## src/hdl/assert_macros.svh

```systemverilog
// Assertion macros shared by the RTL of the insertion sorter.
// No dependencies; the assertions compile away when SYNTH is defined.
`ifndef ASSERT_MACROS_SVH
`define ASSERT_MACROS_SVH
`ifndef SYNTH
// The property must hold at every clock edge while the block is out of reset.
`define ASSERT_HOLDS(lbl, clk, rstn, prop, msg) \
  lbl: assert property (@(posedge clk) disable iff (!rstn) prop) else $error(msg);
// The expression must never be true while the block is out of reset.
`define ASSERT_NEVER(lbl, clk, rstn, expr, msg) \
  lbl: assert property (@(posedge clk) disable iff (!rstn) !(expr)) else $error(msg);
`else
`define ASSERT_HOLDS(lbl, clk, rstn, prop, msg)
`define ASSERT_NEVER(lbl, clk, rstn, expr, msg)
`endif
`endif

```

## src/hdl/iss_pkg.sv

```systemverilog
// Package for the insertion sorter: data width, default depth, cell control type
// and controller state codes. No dependencies.
package iss_pkg;

  localparam int unsigned DataWidth    = 32;
  localparam int unsigned DefaultDepth = 64;

  // Per-cycle command broadcast to every cell of the chain.
  typedef struct packed {
    logic insert;  // place the broadcast value into the list
    logic shift;   // move every entry one cell towards the output
  } cell_ctl_t;

  typedef enum logic [1:0] {
    StFill  = 2'b01,
    StDrain = 2'b10
  } iss_state_e;

endpackage

```

## src/hdl/iss_cell.sv

```systemverilog
// One compare-and-shift cell of the insertion sorter chain.
// Depends on iss_pkg.
module iss_cell (
  input  logic                                 clk_i,
  input  logic                                 rst_ni,
  input  iss_pkg::cell_ctl_t                   ctl_i,
  input  logic signed [iss_pkg::DataWidth-1:0] new_value_i,
  input  logic signed [iss_pkg::DataWidth-1:0] left_value_i,
  input  logic                                 left_gt_i,
  input  logic                                 left_occ_i,
  input  logic signed [iss_pkg::DataWidth-1:0] right_value_i,
  input  logic                                 right_occ_i,
  output logic signed [iss_pkg::DataWidth-1:0] value_o,
  output logic                                 occ_o,
  output logic                                 gt_o
);
  import iss_pkg::*;

  logic signed [DataWidth-1:0] value_q, value_d;
  logic                        occ_q, occ_d;

  // Strictly greater keeps equal values in arrival order.
  assign gt_o = occ_q && (value_q > new_value_i);

  always_comb begin
    value_d = value_q;
    occ_d   = occ_q;
    if (ctl_i.shift) begin
      value_d = right_value_i;
      occ_d   = right_occ_i;
    end else if (ctl_i.insert) begin
      if (left_gt_i) begin
        value_d = left_value_i;
      end else if (gt_o || (!occ_q && left_occ_i)) begin
        value_d = new_value_i;
      end
      occ_d = occ_q | left_occ_i;
    end
  end

  always_ff @(posedge clk_i or negedge rst_ni) begin
    if (!rst_ni) begin
      occ_q <= 1'b0;
    end else begin
      occ_q <= occ_d;
    end
  end

  always_ff @(posedge clk_i) begin
    value_q <= value_d;
  end

  assign value_o = value_q;
  assign occ_o   = occ_q;

endmodule
```

## config.mk

```make
export PLATFORM = sky130hd
export DESIGN_NAME = iss_cell
export DESIGN_NICKNAME = d
export VERILOG_FILES = /design/src/hdl/assert_macros.svh /design/src/hdl/iss_pkg.sv /design/src/hdl/iss_cell.sv
export SDC_FILE = /design/constraint.sdc
export NUM_CORES = 1
export LEC_CHECK = 0
export BUFFER_PORTS_ARGS = -buffer_cell sky130_fd_sc_hd__buf_2
export CORE_MARGIN = 2
export CORE_UTILIZATION = 45
export CTS_BUF_LIST = sky130_fd_sc_hd__clkbuf_8 sky130_fd_sc_hd__clkbuf_16
export DETAILED_ROUTE_END_ITERATION = 12
export PLACE_DENSITY = 0.8
export RECOVER_POWER = 50
export SYNTH_ARGS = -nofsm -noshare
export SYNTH_HDL_FRONTEND = slang
export SYNTH_SLANG_ARGS = --single-unit
```

## constraint.sdc

```tcl
create_clock -name clk_i -period 5.9 [get_ports clk_i]
set_input_delay 0.295 -clock clk_i [delete_from_list [all_inputs] [get_ports clk_i]]
set_output_delay 0.295 -clock clk_i [all_outputs]
set_load 0.01 [all_outputs]
```

==> impl_metrics.xml <==
<?xml version="1.0" encoding="UTF-8"?>
<metrics>
  <group name="outcome">
    <metric name="outcome" unit="">finished with violations</metric>
    <metric name="violations" unit="">capacitance limit, slew limit</metric>
  </group>
  <group name="sta">
    <metric name="final.setup.tns" unit="ns">0</metric>
    <metric name="setup_repair_after_global_routing_missed_its_margin" unit="">no</metric>
    <metric name="final_min_period_over_clock_period" unit="%">57.6</metric>
    <metric name="hold_vio_cnt_final" unit="">0</metric>
    <metric name="final.min_clock_period" unit="ns">3.40</metric>
    <metric name="worst_hold_slack" unit="ns">0.240</metric>
    <metric name="timing.final.max_slew_violations" unit="">69</metric>
    <metric name="final.setup_skew" unit="ns">0.00569</metric>
    <metric name="finalSetupViolCount" unit="">0</metric>
    <metric name="maxSlewHeadroom" unit="%">-52.1</metric>
    <metric name="worst-slew-pin-transition" unit="ns">2.28</metric>
    <metric name="timing.fmax" unit="MHz">294</metric>
  </group>
  <group name="clocking">
    <metric name="clock_latency" unit="ns">0.28</metric>
    <metric name="cts_tree" unit="">done</metric>
    <metric name="ctsRootBufferMaster" unit="">clkbuf_8</metric>
    <metric name="clockBufferDepth" unit="">2</metric>
    <metric name="cts_made_buffers" unit="">5</metric>
    <metric name="cts.sink_count" unit="">33</metric>
    <metric name="post_cts_repair_resize_count" unit="">0</metric>
    <metric name="htreeDepth" unit="">2</metric>
    <metric name="clk_pin_slew_worst_setup_hold_paths" unit="ns">0.06</metric>
  </group>
  <group name="routing">
    <metric name="route.vias.total" unit="">2343</metric>
    <metric name="count_of_unresolved_drc_violations_after_routing" unit="">0</metric>
    <metric name="totalWireLength" unit="um">6360</metric>
    <metric name="per_cell_via_count_in_the_routed_design" unit="">5.00</metric>
    <metric name="drt-wirelength-per-cell" unit="um">13.6</metric>
    <metric name="antenna_left" unit="">0</metric>
    <metric name="drt_first_pass_iters" unit="">5</metric>
    <metric name="drt_iter0_drc" unit="">131</metric>
  </group>
  <group name="synthesis">
    <metric name="synth.yosys.seq_area_share" unit="%">39.8</metric>
    <metric name="postSynthAreaPerCell" unit="sq um">9.43</metric>
    <metric name="synthSimpleGateAreaFrac" unit="%">10.8</metric>
    <metric name="arithmetic_cell_share_of_the_synthesized_area_counting_full_adders_half_adders_and_majority_gates" unit="%">16.1</metric>
    <metric name="synthCells" unit="">263</metric>
    <metric name="netlist_top_cells_count" unit="">nand2_1, o21ai_0, inv_1</metric>
    <metric name="synth_area_leaders" unit="">edfxtp_1, ha_1, mux2i_1</metric>
    <metric name="yosys.area.top_type" unit="">edfxtp_1</metric>
    <metric name="muxShareOfSynthArea" unit="%">12.9</metric>
    <metric name="ys_dominant_reg_cell" unit="">edfxtp_1</metric>
    <metric name="yosysMostFrequentCell" unit="">nand2_1</metric>
    <metric name="synth_top_cell_area_share" unit="%">38.7</metric>
    <metric name="synth_edf_count" unit="">32</metric>
    <metric name="synth.net_count" unit="">398</metric>
    <metric name="synth-xor-area-share" unit="%">0</metric>
    <metric name="largest_family_of_logic_cells_by_synthesized_area" unit="">adder cells</metric>
    <metric name="synth.distinct_cells" unit="">24</metric>
    <metric name="synth_area" unit="sq um">2480</metric>
    <metric name="yosys_register_bits" unit="">33</metric>
    <metric name="synth_compound_gate_area_share" unit="%">13.7</metric>
    <metric name="synth-async-reset-ratio" unit="%">3.03</metric>
    <metric name="yosys_warnings" unit="">0</metric>
  </group>
  <group name="global_routing">
    <metric name="grt_overflow" unit="">0</metric>
    <metric name="largest_net_degree_at_the_start_of_global_routing" unit="">69</metric>
    <metric name="antenna_found_initial" unit="">0</metric>
    <metric name="gr-usage-all-layers" unit="%">20.5</metric>
    <metric name="first_global_vias" unit="">2335</metric>
    <metric name="grt_pass1_wl" unit="um">10100</metric>
  </group>
  <group name="critical_path">
    <metric name="critPathMaxFanout" unit="">32</metric>
    <metric name="timing.critical_path.arrival" unit="ns">3.30</metric>
    <metric name="crit_start" unit="">value_o[7]</metric>
    <metric name="path_class" unit="">register to register</metric>
    <metric name="worstSetupEndpointType" unit="">register</metric>
    <metric name="startpoint_type" unit="">register</metric>
    <metric name="cp_data_required_time" unit="ns">5.80</metric>
    <metric name="regToRegStartpoint" unit="">value_o[7]</metric>
  </group>
  <group name="finish">
    <metric name="fillerInstances" unit="">505</metric>
    <metric name="antenna-diode-count" unit="">0</metric>
    <metric name="relative_area_change_from_synthesis_to_final_layout" unit="%">32.0</metric>
    <metric name="share_of_post_route_cells_with_drive_strength_above_1" unit="%">28.0</metric>
    <metric name="nets" unit="">531</metric>
  </group>
  <group name="place">
    <metric name="weighted_congestion_at_the_end_of_routability_driven_global_placement" unit="">0.804</metric>
    <metric name="port_buffers" unit="">136</metric>
    <metric name="dp.final_hpwl" unit="um">5080</metric>
  </group>
  <group name="job">
    <metric name="max_cap_viol_count" unit="">1</metric>
  </group>
  <group name="floorplanning">
    <metric name="start_util" unit="%">45.9</metric>
    <metric name="die_height" unit="um">78.2</metric>
    <metric name="die-width" unit="um">78.2</metric>
    <metric name="fp_rows" unit="">27</metric>
    <metric name="pin_count" unit="">137</metric>
    <metric name="fp.coreArea" unit="sq um">5410</metric>
    <metric name="area_of_the_die" unit="sq um">6120</metric>
  </group>
  <group name="power">
    <metric name="total_leakage_power" unit="nW">1.65</metric>
    <metric name="power.total" unit="mW">0.666</metric>
    <metric name="worst_ir_drop_vdd" unit="uV">119</metric>
    <metric name="powerDensity" unit="nW/um^2">203</metric>
  </group>
  <group name="worst_hold_path">
    <metric name="worst_hold_startpoint" unit="">right_occ_i</metric>
    <metric name="min-delay-path-class" unit="">input pin to register</metric>
  </group>
</metrics>
## cells by family after synthesis
| group | Yosys count |
|---|---|
| compound gates | 61 |
| fa+ha+maj | 32 |
| buf+inv | 44 |
| flops | 33 |
| mux | 32 |
| simple gates | 61 |
## layer usage
metal  vias up  wire, um  GRT usage [%]  share of wire, %
met2        73      3300           38.8                52
li1       1211         -              -                 -
met5         -         0              0                 0
met1      1047      2650           23.0                42
met3        12       272           3.79               4.3
met4         0       131           7.02               2.1
## registers in the layout (all words and copies together) (netlist names)
register / cells
occ_o: 1
value_o: 32
## critical path, stage by stage, from the launching register on
cell	delay, ns
edfxtp_1	0.40
ha_1	0.33
a21oi_1	0.15
o21ai_0	0.12
a221o_1	0.30
o31a_1	0.31
or4b_4	0.54
a31oi_4	0.86
## cell usage in the layout (no fill, tap or decap)
cell / netlist / routed
o31a_1: 1 / 1
o211ai_1: 3 / 3
a31oi_4: 0 / 1
a221oi_1: 1 / 1
nand3_1: 3 / 3
a211oi_1: 2 / 2
clkbuf_1: 11 / 34
nor2_1: 5 / 5
clkbuf_8: 0 / 5
mux2i_1: 32 / 32
a221o_1: 1 / 1
dfrtp_1: 1 / 1
o21ai_0: 36 / 36
nor2b_1: 1 / 1
a2111oi_0: 1 / 1
a21o_1: 1 / 1
nand4_1: 8 / 8
dlygate4sd3_1: 0 / 1
nand2_1: 41 / 41
nor4_1: 1 / 1
inv_1: 33 / 34
clkinv_2: 0 / 2
nor3_1: 1 / 1
or4b_4: 1 / 1
edfxtp_1: 32 / 32
ha_1: 32 / 32
a21oi_1: 13 / 13
a31oi_1: 2 / 1
buf_2: 0 / 102
## stage by stage
stage / instances / utilization [%] / setup WS [ns] / instance area [sq um]
after floorplan: 263 / - / 1.57 / 2480
after global placement: 460 / 59.7 / 2.50 / 3220
after detailed placement: 460 / 59.7 / 2.41 / 3220
after CTS: 469 / 61.4 / 2.45 / 3320
after global routing: 469 / 60.6 / 2.24 / 3270
final: 469 / 60.6 / 2.50 / 3270
## timing repair
item                      4_1_cts  5_1_grt
hold buffers                    1        0
setup buffers                   0        0
hold endpoints to repair        1        0
## where the power goes
part | switching, mW | internal [mW] | total [mW]
Sequential | 0.0156 | 0.293 | 0.308
Combinational | 0.113 | 0.0882 | 0.202
Clock | 0.0759 | 0.0798 | 0.156
## final timing paths
check,cells after the start,endpoint,slack [ns]
hold / removal,3,occ_o,0.24
max in group asynchronous,2,occ_o,5.49
setup reg to reg,7,value_o[11],2.50
hold reg to reg,2,occ_o,0.63
setup / recovery,7,value_o[11],2.50
min in group asynchronous,2,occ_o,0.32
## cell type report
cell class	instances	area [sq um]	area share [%]
well taps	72	90.1	2.75
repair buffers	137	648	19.8
clock inverters	3	13.8	0.420
clock buffers	5	68.8	2.10
flip-flops and latches	33	986	30.1
inverters	33	124	3.78
multi-input cells	186	1340	41.0
(Power assumes the default switching activity.)
